## src/rtl/irfc_pkg.sv

```systemverilog
package irfc_pkg;

    localparam int DEF_TRIG_ITERATIONS = 16;
    localparam int DEF_ANGLE_FRAC_BITS = 6;
    localparam int MAX_TRIG_ITERATIONS = 24;

    localparam int RATE_W   = 16;
    localparam int RATE_C_W = 17;
    localparam int ANG_W    = 15;
    localparam int OUT_W    = 17;
    localparam int Q15_W    = 16;
    localparam int XY_W     = 34;
    localparam int Z_W      = 29;
    localparam int ANG_SHIFT = 20;

    localparam logic signed [XY_W-1:0] CORDIC_INIT = 34'sd652032875;

    // register index codes (decoded from paddr[2])
    localparam logic REG_YAW_OFFSET   = 1'b0;
    localparam logic REG_PITCH_OFFSET = 1'b1;

    typedef struct packed {
        logic signed [RATE_C_W-1:0] yc;
        logic signed [RATE_C_W-1:0] pc;
        logic signed [RATE_W-1:0]   rr;
        logic signed [ANG_W-1:0]    roll;
    } t_item;

    typedef struct packed {
        logic signed [XY_W-1:0] x;
        logic signed [XY_W-1:0] y;
        logic signed [Z_W-1:0]  z;
        logic                   neg;
    } t_rot;

    typedef struct packed {
        t_item item;
        t_rot  pitch;
        t_rot  roll;
    } t_cell_word;

    // arctangent of 2^-i in 2^-20 degree
    function automatic logic signed [Z_W-1:0] atan_lut(input logic [4:0] idx);
        case (idx)
            5'd0:  return 29'sd47185920;
            5'd1:  return 29'sd27855475;
            5'd2:  return 29'sd14718068;
            5'd3:  return 29'sd7471121;
            5'd4:  return 29'sd3750058;
            5'd5:  return 29'sd1876857;
            5'd6:  return 29'sd938658;
            5'd7:  return 29'sd469357;
            5'd8:  return 29'sd234682;
            5'd9:  return 29'sd117342;
            5'd10: return 29'sd58671;
            5'd11: return 29'sd29335;
            5'd12: return 29'sd14668;
            5'd13: return 29'sd7334;
            5'd14: return 29'sd3667;
            5'd15: return 29'sd1833;
            5'd16: return 29'sd917;
            5'd17: return 29'sd458;
            5'd18: return 29'sd229;
            5'd19: return 29'sd115;
            5'd20: return 29'sd57;
            5'd21: return 29'sd29;
            5'd22: return 29'sd14;
            5'd23: return 29'sd7;
            default: return 29'sd0;
        endcase
    endfunction

endpackage

```

## src/rtl/irfc_cell.sv

```systemverilog
module irfc_cell #(
    parameter int ITER = 0
) (
    input  logic                 i_clk,
    input  logic                 i_rst_n,
    input  logic                 i_valid,
    output logic                 o_ready,
    input  irfc_pkg::t_cell_word i_word,
    output logic                 o_valid,
    input  logic                 i_ready,
    output irfc_pkg::t_cell_word o_word
);
    import irfc_pkg::*;

    localparam logic signed [Z_W-1:0] ATAN = atan_lut(5'(ITER));

    logic       r_valid;
    t_cell_word r_word, n_word;

    // one micro-rotation; zero residual counts as positive
    function automatic t_rot step(input t_rot a);
        t_rot r;
        r = a;
        if (a.z >= 0) begin
            r.x = a.x - (a.y >>> ITER);
            r.y = a.y + (a.x >>> ITER);
            r.z = a.z - ATAN;
        end else begin
            r.x = a.x + (a.y >>> ITER);
            r.y = a.y - (a.x >>> ITER);
            r.z = a.z + ATAN;
        end
        return r;
    endfunction

    always_comb begin
        n_word.item  = i_word.item;
        n_word.pitch = step(i_word.pitch);
        n_word.roll  = step(i_word.roll);
    end

    assign o_ready = !r_valid || i_ready;

    always_ff @(posedge i_clk) begin
        if (!i_rst_n) begin
            r_valid <= 1'b0;
        end else if (o_ready) begin
            r_valid <= i_valid;
        end
    end

    always_ff @(posedge i_clk) begin
        if (o_ready && i_valid) r_word <= n_word;
    end

    assign o_valid = r_valid;
    assign o_word = r_word;

endmodule

```

## config.mk

```make
export PLATFORM = sky130hd
export DESIGN_NAME = irfc_cell
export DESIGN_NICKNAME = d
export VERILOG_FILES = /design/src/rtl/irfc_pkg.sv /design/src/rtl/irfc_cell.sv
export SDC_FILE = /design/constraint.sdc
export NUM_CORES = 1
export LEC_CHECK = 0
export ABC_CLOCK_PERIOD_IN_PS = 22600
export BUFFER_PORTS_ARGS = -buffer_cell sky130_fd_sc_hd__buf_2
export CORE_MARGIN = 2
export CORE_UTILIZATION = 36
export CTS_BUF_LIST = sky130_fd_sc_hd__clkbuf_8
export DETAILED_ROUTE_END_ITERATION = 10
export PLACE_DENSITY = 0.65
export SLEW_MARGIN = 15
export SYNTH_ARGS = -nofsm -noshare
export SYNTH_HDL_FRONTEND = slang
export SYNTH_SLANG_ARGS = --single-unit
```

## constraint.sdc

```tcl
create_clock -name i_clk -period 22.6 [get_ports i_clk]
set_clock_uncertainty 0.2 [all_clocks]
set_input_delay 4.52 -clock i_clk [delete_from_list [all_inputs] [get_ports i_clk]]
set_output_delay 4.52 -clock i_clk [all_outputs]
set_load 0.005 [all_outputs]
```

==> results.yml <==
status:
  status: "complete, no violations"
pwr:
  power_frac_seq: 0.406
  power.internal_mw: 1.02
  p_leak_nw: 10.5
  peakVddDrop_v: 0.0000505
  p_comb_frac: 0.293
  netSwitchingPower_mw: 0.508
  netSwitchingFraction: 0.332
  clock_power_share: 0.302
  power.density_mw_per_mm2: 65.0
detailed_routing:
  vias_per_cell: 5.32
  drtIter0Drc: 1328
  vias: 17400
  firstDrtPassIters: 6
  wirelength_mm: 67.2
  drc: 0
  antenna_left: 0
  post_drt_wl_per_cell_um: 20.5
synthesis:
  netlist_instances: 2036
  synth_top_family_by_area: "compound AO/OA/AOI/OAI gates"
  synthSimpleGateAreaFrac: 0.106
  synth-main-ff-cell: "edfxtp_1"
  synth_fa_ha_area_frac: 0.147
  ys_async_sr_fraction: 0
  synth_compound_area_frac: 0.206
  synthMuxAreaShare: 0.0124
  synth_edf_count: 259
  avgSynthCellArea_um2: 9.48
  ys_seq_area_frac: 0.404
  ys_types: 84
  yosys_warnings: 0
  synth_xor_area_frac: 0.0644
  syn-num-nets: 2523
  syn_area_mm2: 0.0193
  synth_seq_cells: 260
sta:
  fmax_ghz: 0.104
  min_period_ns: 9.62
  period_share: 0.426
  finalHoldViolCount: 0
  rsz0062_at_grt: "false"
  slew_violations: 0
  tns_ns: 0
  tightest_slew_ns: 1.06
  slew_headroom: 0.292
  postLayoutSetupSlackWorst_ns: 12.98
  setup_violations: 0
setup_path:
  r2r_cells: 4
  required_ns: 17.88
  worstSetupPathType: "input port to primary output"
  r2r-start: "o_valid"
  startpoint: "i_ready"
  cp-end-kind: "primary output"
  ff2ff_setup_slack_ns: 19.19
  cp-endpoint: "o_ready"
  reg2reg_to: "o_word[243]"
  crit_fanout: 3
  crit_arrival_ns: 4.90
  cp-start-kind: "input port"
layout:
  synthToLayoutAreaGrowth_pct: 21.8
  fin_nets: 3024
  final_cell_mix: "527 x buf_2, 266 x a21oi_1, 259 x edfxtp_1"
  layout-drive-gt1-share: 0.243
  utilization: 0.446
  mostFrequentLayoutCell: "buf_2"
global_routing:
  grt_antenna_before_repair: 20
  gr-total-overflow: 0
  track_usage: 0.232
  grt_pass1_vias: 17200
  grt_max_degree: 98
  grt_pass1_wl_mm: 100
floorplanning:
  dieHeight_um: 236
  core_area_mm2: 0.0528
  initial_core_util: 0.366
  fp.dieArea_mm2: 0.0555
  rows: 84
  dieWidth_um: 236
  pin_count: 528
worst_hold_path:
  min_path_type: "register to register"
clock_tree:
  clockBufferDepth: 3
  numCtsBuffers: 48
  cts_setup_buffers: 0
  hold_buffers: 0
  root_buffer: "clkbuf_8"
  cts.clk_slew.worst_paths_ns: 0.06
  cts_tree: "yes"
  clock_sinks: 260
  clock_latency_ns: 0.61
  post_cts_resize_count: 0
  htreeDepth: 2
run:
  maxCapViolations: 0
placed_design:
  routabilityCongestion: 0.962
  port_buffers: 527
  dpl.hpwl_mm: 53.2
  pre_cts_ws_ns: 12.98
-- how the worst min path moves through the flow --
stage,cells past startpoint,slack [ns],endpoint,start
3_5_place_dp,2,0.34,o_valid,o_valid
4_1_cts,2,0.34,o_valid,o_valid
3_3_place_gp,2,0.32,o_valid,o_valid
2_1_floorplan,2,0.34,o_valid,o_valid
6_report,2,0.34,o_valid,o_valid
5_1_grt,2,0.40,o_valid,o_valid
-- power groups by stage --
| stage | sequential (mW) | clock (mW) | combinational (mW) |
|---|---|---|---|
| 5_1_grt | 0.624 | 0.500 | 0.487 |
| 2_1_floorplan | 0.637 | 0 | 0.260 |
| 4_1_cts | 0.620 | 0.479 | 0.444 |
| 3_5_place_dp | 0.629 | 0 | 0.441 |
| 6_report | 0.620 | 0.461 | 0.447 |
| 3_3_place_gp | 0.629 | 0 | 0.437 |
-- metrics by stage --
step | hold WS, ns | total power [mW] | area, um^2 | cells
global route | 0.395 | 1.61 | 23500 | 3271
CTS | 0.345 | 1.54 | 23500 | 3261
detailed placement | 0.336 | 1.07 | 22500 | 3175
global placement | 0.322 | 1.07 | 22500 | 3175
floorplan | 0.337 | 0.897 | 19300 | 2036
finish | 0.339 | 1.53 | 23500 | 3275
-- cells in the mapped netlist (all sizes together) (5+ instances only) --
cell type	n	area, um^2
a21oi	267	1340
edfxtp	259	7780
ha	214	2680
inv	214	803
nor2	182	686
o21ai	134	671
xnor2	127	1110
nand2	93	349
clkbuf	63	236
o21bai	44	330
a21o	34	255
nor3	28	140
mux2i	24	240
nand4	24	150
nand2b	23	144
o31ai	23	183
buf	22	110
nor2b	19	119
o211ai	19	143
nand3	17	85.1
a211oi	16	120
xor2	15	131
o22ai	12	75.1
a2111oi	11	140
o21a	11	82.6
nor4	10	62.6
a31oi	9	56.3
or3	9	56.3
a21boi	8	60.1
and2	8	50.1
fa	8	160
clkinv	7	26.3
or2	7	43.8
a221oi	6	58.8
a211o	5	43.8
nand3b	5	37.5
o2111ai	5	43.8
-- worst max-delay path: stages --
cell      delay, ns
buf_2          0.09
nand2b_1       0.15
buf_2          0.14
-- sequential cells by signal, indices dropped and copies added, names as in the netlist --
register	count
o_word	259
o_valid	1
-- logic make-up after synthesis --
family / after synthesis
multiplexers: 24
AO/OA/AOI/OAI: 642
buffers and inverters: 306
XOR/XNOR: 142
flip-flops: 260
AND/OR/NAND/NOR: 440
adder cells (fa/ha/maj): 222
-- layer usage --
| metal | track usage | wire, um |
|---|---|---|
| met5 | 0 | 57 |
| met3 | 0.0548 | 4990 |
| met4 | 0.101 | 2560 |
| met2 | 0.372 | 31300 |
| met1 | 0.299 | 28300 |
-- layout make-up --
type                            instances  area, um^2
Sequential cell                       260        7800
Antenna cell                           14        35.0
Inverter                              221         830
Fill cell                            5210       29200
Clock buffer                           48         661
Multi-Input combinational cell       1470       10300
Timing Repair Buffer                  536        2710
Clock inverter                         38         290
Tap cell                              688         861
No activity file was read; power rests on OpenSTA's default activity.
