$ cat src/rtl/irfc_pkg.sv
package irfc_pkg;

    localparam int DEF_TRIG_ITERATIONS = 16;
    localparam int DEF_ANGLE_FRAC_BITS = 6;
    localparam int MAX_TRIG_ITERATIONS = 24;

    localparam int RATE_W   = 16;
    localparam int RATE_C_W = 17;
    localparam int ANG_W    = 15;
    localparam int OUT_W    = 17;
    localparam int Q15_W    = 16;
    localparam int XY_W     = 34;
    localparam int Z_W      = 29;
    localparam int ANG_SHIFT = 20;

    localparam logic signed [XY_W-1:0] CORDIC_INIT = 34'sd652032875;

    // register index codes (decoded from paddr[2])
    localparam logic REG_YAW_OFFSET   = 1'b0;
    localparam logic REG_PITCH_OFFSET = 1'b1;

    typedef struct packed {
        logic signed [RATE_C_W-1:0] yc;
        logic signed [RATE_C_W-1:0] pc;
        logic signed [RATE_W-1:0]   rr;
        logic signed [ANG_W-1:0]    roll;
    } t_item;

    typedef struct packed {
        logic signed [XY_W-1:0] x;
        logic signed [XY_W-1:0] y;
        logic signed [Z_W-1:0]  z;
        logic                   neg;
    } t_rot;

    typedef struct packed {
        t_item item;
        t_rot  pitch;
        t_rot  roll;
    } t_cell_word;

    // arctangent of 2^-i in 2^-20 degree
    function automatic logic signed [Z_W-1:0] atan_lut(input logic [4:0] idx);
        case (idx)
            5'd0:  return 29'sd47185920;
            5'd1:  return 29'sd27855475;
            5'd2:  return 29'sd14718068;
            5'd3:  return 29'sd7471121;
            5'd4:  return 29'sd3750058;
            5'd5:  return 29'sd1876857;
            5'd6:  return 29'sd938658;
            5'd7:  return 29'sd469357;
            5'd8:  return 29'sd234682;
            5'd9:  return 29'sd117342;
            5'd10: return 29'sd58671;
            5'd11: return 29'sd29335;
            5'd12: return 29'sd14668;
            5'd13: return 29'sd7334;
            5'd14: return 29'sd3667;
            5'd15: return 29'sd1833;
            5'd16: return 29'sd917;
            5'd17: return 29'sd458;
            5'd18: return 29'sd229;
            5'd19: return 29'sd115;
            5'd20: return 29'sd57;
            5'd21: return 29'sd29;
            5'd22: return 29'sd14;
            5'd23: return 29'sd7;
            default: return 29'sd0;
        endcase
    endfunction

endpackage

$ cat src/rtl/irfc_out_if.sv
interface irfc_out_if;
    import irfc_pkg::*;

    logic                    valid;
    logic                    ready;
    logic signed [OUT_W-1:0] yaw_rate_out;
    logic signed [OUT_W-1:0] pitch_rate_out;
    logic signed [ANG_W-1:0] roll_angle_out;

    modport source(output valid, yaw_rate_out, pitch_rate_out, roll_angle_out,
                   input ready);
    modport sink(input valid, yaw_rate_out, pitch_rate_out, roll_angle_out,
                 output ready);
endinterface

$ cat src/rtl/irfc_post.sv
module irfc_post (
    input  logic                 i_clk,
    input  logic                 i_rst_n,
    input  logic                 i_valid,
    output logic                 o_ready,
    input  irfc_pkg::t_cell_word i_word,
    irfc_out_if.source           o_out
);
    import irfc_pkg::*;

    localparam int PW = RATE_C_W + Q15_W;

    logic r1_v, r2_v, r3_v;
    logic rdy1, rdy2, rdy3;
    t_item r1_item;
    logic signed [Q15_W-1:0] r1_cp, r1_sp, r1_cr, r1_sr;
    logic signed [PW-1:0] r2_p0, r2_p1, r2_p2, r2_p3;
    logic signed [ANG_W-1:0] r2_roll;
    logic signed [OUT_W-1:0] r3_yaw, r3_pitch, n3_yaw, n3_pitch;
    logic signed [ANG_W-1:0] r3_roll;

    function automatic logic signed [Q15_W-1:0] to_q15(input logic signed [XY_W-1:0] v,
                                                        input logic neg);
        logic signed [XY_W-1:0] s;
        logic signed [XY_W-1:0] t;
        s = neg ? -v : v;
        t = (s + 34'sd16384) >>> 15;
        if (t > 34'sd32767) return 16'sh7fff;
        if (t < -34'sd32768) return 16'sh8000;
        return t[Q15_W-1:0];
    endfunction

    function automatic logic signed [OUT_W-1:0] round_sat(input logic signed [PW:0] acc);
        logic signed [PW:0] t;
        t = (acc + (PW+1)'(16384)) >>> 15;
        if (t > (PW+1)'(65535)) return 17'sh0ffff;
        if (t < -(PW+1)'(65536)) return 17'sh10000;
        return t[OUT_W-1:0];
    endfunction

    assign rdy3 = !r3_v || o_out.ready;
    assign rdy2 = !r2_v || rdy3;
    assign rdy1 = !r1_v || rdy2;
    assign o_ready = rdy1;

    assign n3_yaw   = round_sat((PW+1)'(r2_p0) + (PW+1)'(r2_p1));
    assign n3_pitch = round_sat((PW+1)'(r2_p3) - (PW+1)'(r2_p2));

    always_ff @(posedge i_clk) begin
        if (!i_rst_n) begin
            r1_v <= 1'b0;
            r2_v <= 1'b0;
            r3_v <= 1'b0;
        end else begin
            if (rdy1) r1_v <= i_valid;
            if (rdy2) r2_v <= r1_v;
            if (rdy3) r3_v <= r2_v;
        end
    end

    always_ff @(posedge i_clk) begin
        if (rdy1 && i_valid) begin
            r1_item <= i_word.item;
            r1_cp <= to_q15(i_word.pitch.x, i_word.pitch.neg);
            r1_sp <= to_q15(i_word.pitch.y, i_word.pitch.neg);
            r1_cr <= to_q15(i_word.roll.x, i_word.roll.neg);
            r1_sr <= to_q15(i_word.roll.y, i_word.roll.neg);
        end
        if (rdy2 && r1_v) begin
            r2_p0 <= PW'(r1_item.yc) * PW'(r1_cp);
            r2_p1 <= PW'(r1_item.rr) * PW'(r1_sp);
            r2_p2 <= PW'(r1_item.pc) * PW'(r1_cr);
            r2_p3 <= PW'(r1_item.yc) * PW'(r1_sr);
            r2_roll <= r1_item.roll;
        end
        if (rdy3 && r2_v) begin
            r3_yaw <= n3_yaw;
            r3_pitch <= n3_pitch;
            r3_roll <= r2_roll;
        end
    end

    assign o_out.valid = r3_v;
    assign o_out.yaw_rate_out = r3_yaw;
    assign o_out.pitch_rate_out = r3_pitch;
    assign o_out.roll_angle_out = r3_roll;

endmodule

$ cat src/flat_wrapper.sv
// flat-port wrapper written by rule: the top's interface ports become plain ports
module irfc_post_flat import irfc_pkg::*;
  (i_clk, i_rst_n, i_valid, o_ready, i_word, o_out_valid, o_out_yaw_rate_out, o_out_pitch_rate_out, o_out_roll_angle_out, o_out_ready);
  irfc_out_if o_out_i ();
  input  logic i_clk;
  input  logic i_rst_n;
  input  logic i_valid;
  output logic o_ready;
  input  irfc_pkg::t_cell_word i_word;
  output wire logic [$bits(o_out_i.valid)-1:0] o_out_valid;
  output wire logic [$bits(o_out_i.yaw_rate_out)-1:0] o_out_yaw_rate_out;
  output wire logic [$bits(o_out_i.pitch_rate_out)-1:0] o_out_pitch_rate_out;
  output wire logic [$bits(o_out_i.roll_angle_out)-1:0] o_out_roll_angle_out;
  input wire logic [$bits(o_out_i.ready)-1:0] o_out_ready;
  assign o_out_valid = o_out_i.valid;
  assign o_out_yaw_rate_out = o_out_i.yaw_rate_out;
  assign o_out_pitch_rate_out = o_out_i.pitch_rate_out;
  assign o_out_roll_angle_out = o_out_i.roll_angle_out;
  assign o_out_i.ready = o_out_ready;
  irfc_post u_core (.i_clk(i_clk), .i_rst_n(i_rst_n), .i_valid(i_valid), .o_ready(o_ready), .i_word(i_word), .o_out(o_out_i));
endmodule
$ cat config.mk
export PLATFORM = sky130hd
export DESIGN_NAME = irfc_post_flat
export DESIGN_NICKNAME = d
export VERILOG_FILES = /design/src/rtl/irfc_pkg.sv /design/src/rtl/irfc_out_if.sv /design/src/rtl/irfc_post.sv /design/src/flat_wrapper.sv
export SDC_FILE = /design/constraint.sdc
export NUM_CORES = 2
export LEC_CHECK = 0
export BUFFER_PORTS_ARGS = -buffer_cell sky130_fd_sc_hd__buf_2
export CAP_MARGIN = 30
export CORE_MARGIN = 2
export CORE_UTILIZATION = 70
export DETAILED_ROUTE_END_ITERATION = 12
export PLACE_DENSITY = 0.9
export SLEW_MARGIN = 25
export SYNTH_ARGS = -nofsm -noshare
export SYNTH_HDL_FRONTEND = slang
export SYNTH_SLANG_ARGS = --single-unit
$ cat constraint.sdc
create_clock -name i_clk -period 25.4 [get_ports i_clk]
set_input_delay 2.54 -clock i_clk [delete_from_list [all_inputs] [get_ports i_clk]]
set_output_delay 2.54 -clock i_clk [all_outputs]
set_load 0.02 [all_outputs]
==> results.toml <==
[layout]
multiInputGateArea_um2 = 42600
nNetsFinal = 7829
finalInstanceArea_um2 = 61300
syn_to_final_growth_pct = 5.85
drive_above_1_share_pct = 6.65
seqCellArea_um2 = 9790
fillers = 5056

[worst_hold_path]
hold_class = "flop to flop"
min_from = "u_core.r2_roll[0]"
holdPathStages = 0
min_to = "u_core.o_out.roll_angle_out[0]"

[worst_setup_path]
worstPathMaxFanout = 17
worstSetupStartpointType = "flop"
cp_data_required_time_ns = 25.75
arrival_ns = 8.16
timing.rr.start = "u_core.r1_cp[1]"
ff2ff_path_depth = 22
ff2ff_setup_slack_ns = 17.59
worstSetupPathType = "flop to flop"
endpoint_kind = "flop"
regToRegEndpoint = "u_core.r2_p0[31]"

[sta]
worst_slew_pin_slew_ns = 0.970
slew_viol_final = 0
clock.fmax_ghz = 0.128
hold_violations = 0
fin_ws_ns = 17.59
rsz0062_at_grt = "no"
slew_headroom_pct = 35.4
fin_tns_setup_ns = 0
period_share_pct = 30.7
setup_viol = 0
skew_ns = 0.0284
period_minus_slack_ns = 7.81

[logic_synthesis]
synth_cells = 5895
synth_mux_area_share_pct = 0.0864
ys_warn_count = 0
synth_top_family_by_area = "adder cells"
synth_compound_area_share_pct = 6.79
synth_seq_cells = 327
netlist_area_um2 = 57900
synth-simple-area-share_pct = 14.2
ys_seq_area_share_pct = 16.9
synth-xor-area-share_pct = 4.68
ys_async_sr_fraction_pct = 0
synth-adder-area-share_pct = 47.8
avgSynthCellArea_um2 = 9.83
ys_types = 94
synth_fp_nets = 7714
synth_edf_count = 324
yosys_most_used_dff = "edfxtp_1"

[placement]
place_ws_ns = 17.70
post_dp_cell_area_um2 = 60000
hpwl_mm = 105
gp_congestion = 0.950
portBuffers = 257

[global_routing]
track_usage_pct = 33.4
grt_pass1_vias = 47400
busiest_layer = "met2"
overflow = 0
grt_pass1_wl_mm = 229
antenna_found_initial = 18
met2_usage_pct = 55.5
use_met3_pct = 7.31
grtUsageMet1_pct = 42.0
grt_max_degree = 80

[detailed_routing]
ant_nets = 0
vias = 42500
first_pass_iters = 6
drt_wl_total_mm = 137
drcViolationCount = 0
first_iter_violations = 3459
viasPerCell = 5.96
wl_per_cell_um = 19.2

[clock_tree]
clk_latency_ns = 0.62
ctsResizeCount = 0
clk_pin_slew_ns = 0.06
clkSinkCount = 327
post-cts-setup-buffers = 0
cts_hold_buf = 0
cts_buffers = 42
clock_path_buffers = 3
h-tree-depth = 2
cts_tree = "yes"
cts_root_buf = "clkbuf_16"

[floorplanning]
start_util_pct = 70.7
die_x_um = 292
die-area_um2 = 85100
core_area_um2 = 82000
rows = 105
dieHeight_um = 292
io_pins = 316

[job]
cap_violations = 0

[outcome]
status = "completed"
-- metrics by stage --
step	util [%]	std cells	hold WS, ns
2_1_floorplan	-	5895	0.400
3_3_place_gp	73.1	7033	0.400
3_5_place_dp	73.1	7035	0.405
4_1_cts	74.7	7110	0.419
5_1_grt	74.8	7126	0.424
6_report	74.8	7127	0.418
-- worst max-delay path by stage --
| stage | from | to | slack, ns | cells after the start |
|---|---|---|---|---|
| after floorplan | o_out_ready | u_core.r2_p0[0] | 11.35 | 2 |
| after global placement | u_core.r1_item[61] | u_core.r2_p3[31] | 18.01 | 22 |
| after detailed placement | u_core.r1_cp[1] | u_core.r2_p0[31] | 17.70 | 22 |
| after CTS | u_core.r1_cp[1] | u_core.r2_p0[31] | 17.68 | 22 |
| after global routing | u_core.r1_cp[1] | u_core.r2_p0[31] | 17.15 | 22 |
| final | u_core.r1_cp[1] | u_core.r2_p0[31] | 17.59 | 22 |
-- layout by cell type (no fill, tap or decap), drive strengths merged, types with 31 or more instances in the layout --
cell type | synthesis | layout
inv | 1258 | 1262
fa | 1090 | 1090
nand2 | 604 | 604
and2 | 525 | 525
ha | 464 | 464
edfxtp | 324 | 324
buf | 22 | 284
xnor2 | 223 | 223
nor2 | 183 | 183
a21oi | 175 | 175
o21ai | 152 | 152
xor2 | 85 | 85
a21o | 67 | 67
nand3 | 50 | 50
clkbuf | 191 | 48
nand2b | 47 | 47
nor3 | 34 | 34
nand4 | 32 | 32
nor2b | 31 | 31
-- synthesized netlist by cell type, types with 10 or more instances --
cell type / count / area share, %
o21a_1: 27 / 0.35
nand2_1: 604 / 3.9
o21ai_2: 10 / 0.15
xnor2_1: 222 / 3.4
a21oi_1: 171 / 1.5
a211oi_1: 12 / 0.16
or3_1: 21 / 0.23
nor3_1: 30 / 0.26
nand3_1: 50 / 0.43
nor4_1: 19 / 0.21
o31ai_1: 28 / 0.36
a21o_1: 67 / 0.87
buf_2: 13 / 0.11
nand4_1: 31 / 0.33
nor2b_1: 31 / 0.33
o21bai_1: 18 / 0.23
nand2b_1: 46 / 0.50
clkbuf_1: 189 / 1.2
and2_1: 525 / 5.7
o22ai_1: 13 / 0.14
edfxtp_1: 324 / 17
inv_1: 1258 / 8.1
nor2_1: 183 / 1.2
a31oi_1: 26 / 0.28
ha_1: 464 / 10
and3_1: 17 / 0.18
o21ai_0: 118 / 1.0
o21ai_1: 24 / 0.21
fa_1: 1090 / 38
xor2_1: 84 / 1.3
-- cells by family after synthesis --
group	Yosys count
AOI/OAI and AO/OA	611
xor gates and xnor gates	308
adders and majority gates	1560
buffers and inverters	1471
DFF	327
muxes	5
and+or+nand+nor	1613
-- registers in the layout, summed over array words and instances (netlist names) --
signal,flops
u_core.r1_cr,16
u_core.r2_roll,15
u_core.o_out.roll_angle_out,15
u_core.r1_cp,16
u_core.r1_sr,16
u_core.o_out.valid,1
u_core.r1_item,65
u_core.r2_p2,33
u_core.r1_v,1
u_core.o_out.pitch_rate_out,17
u_core.r2_p1,32
u_core.r2_v,1
u_core.r1_sp,16
u_core.r2_p3,33
u_core.o_out.yaw_rate_out,17
u_core.r2_p0,33
-- layout make-up --
cell class	count	area share, %
Multi-Input combinational cell	4097	69.5
Sequential cell	327	16.0
Inverter	1258	7.70
Timing Repair Buffer	284	2.46
Tap cell	1070	2.18
Clock buffer	48	1.78
Clock inverter	27	0.333
Antenna cell	16	0.0653
-- per-layer routing --
| metal | routed length (um) | vias to the layer above | part of all wire, % |
|---|---|---|---|
| li1 | - | 18500 | - |
| met1 | 50200 | 21100 | 37 |
| met2 | 66400 | 2274 | 49 |
| met3 | 13300 | 546 | 9.7 |
| met4 | 6900 | 4 | 5.0 |
| met5 | 25 | - | 0.018 |
-- worst max-delay path, cell delays in order, from the launching register on --
cell and delay (ns):
edfxtp_1 0.86, nand2_1 0.17, fa_1 0.54, fa_1 0.51, fa_1 0.52, inv_1 0.06, fa_1 0.53, fa_1 0.52
inv_1 0.06, fa_1 0.48, inv_1 0.04, ha_1 0.32, a21o_1 0.17, a21oi_1 0.19, a21oi_1 0.14, o31ai_1 0.56
o31ai_1 0.19, a21oi_1 0.31, o21bai_1 0.17, a2111oi_0 0.67, o41ai_1 0.20, a21oi_1 0.22, xnor2_1 0.09
Power is left out: the tool's default activity adds up to more than one toggle a clock period on the data nets, which glitch-free logic cannot reach.
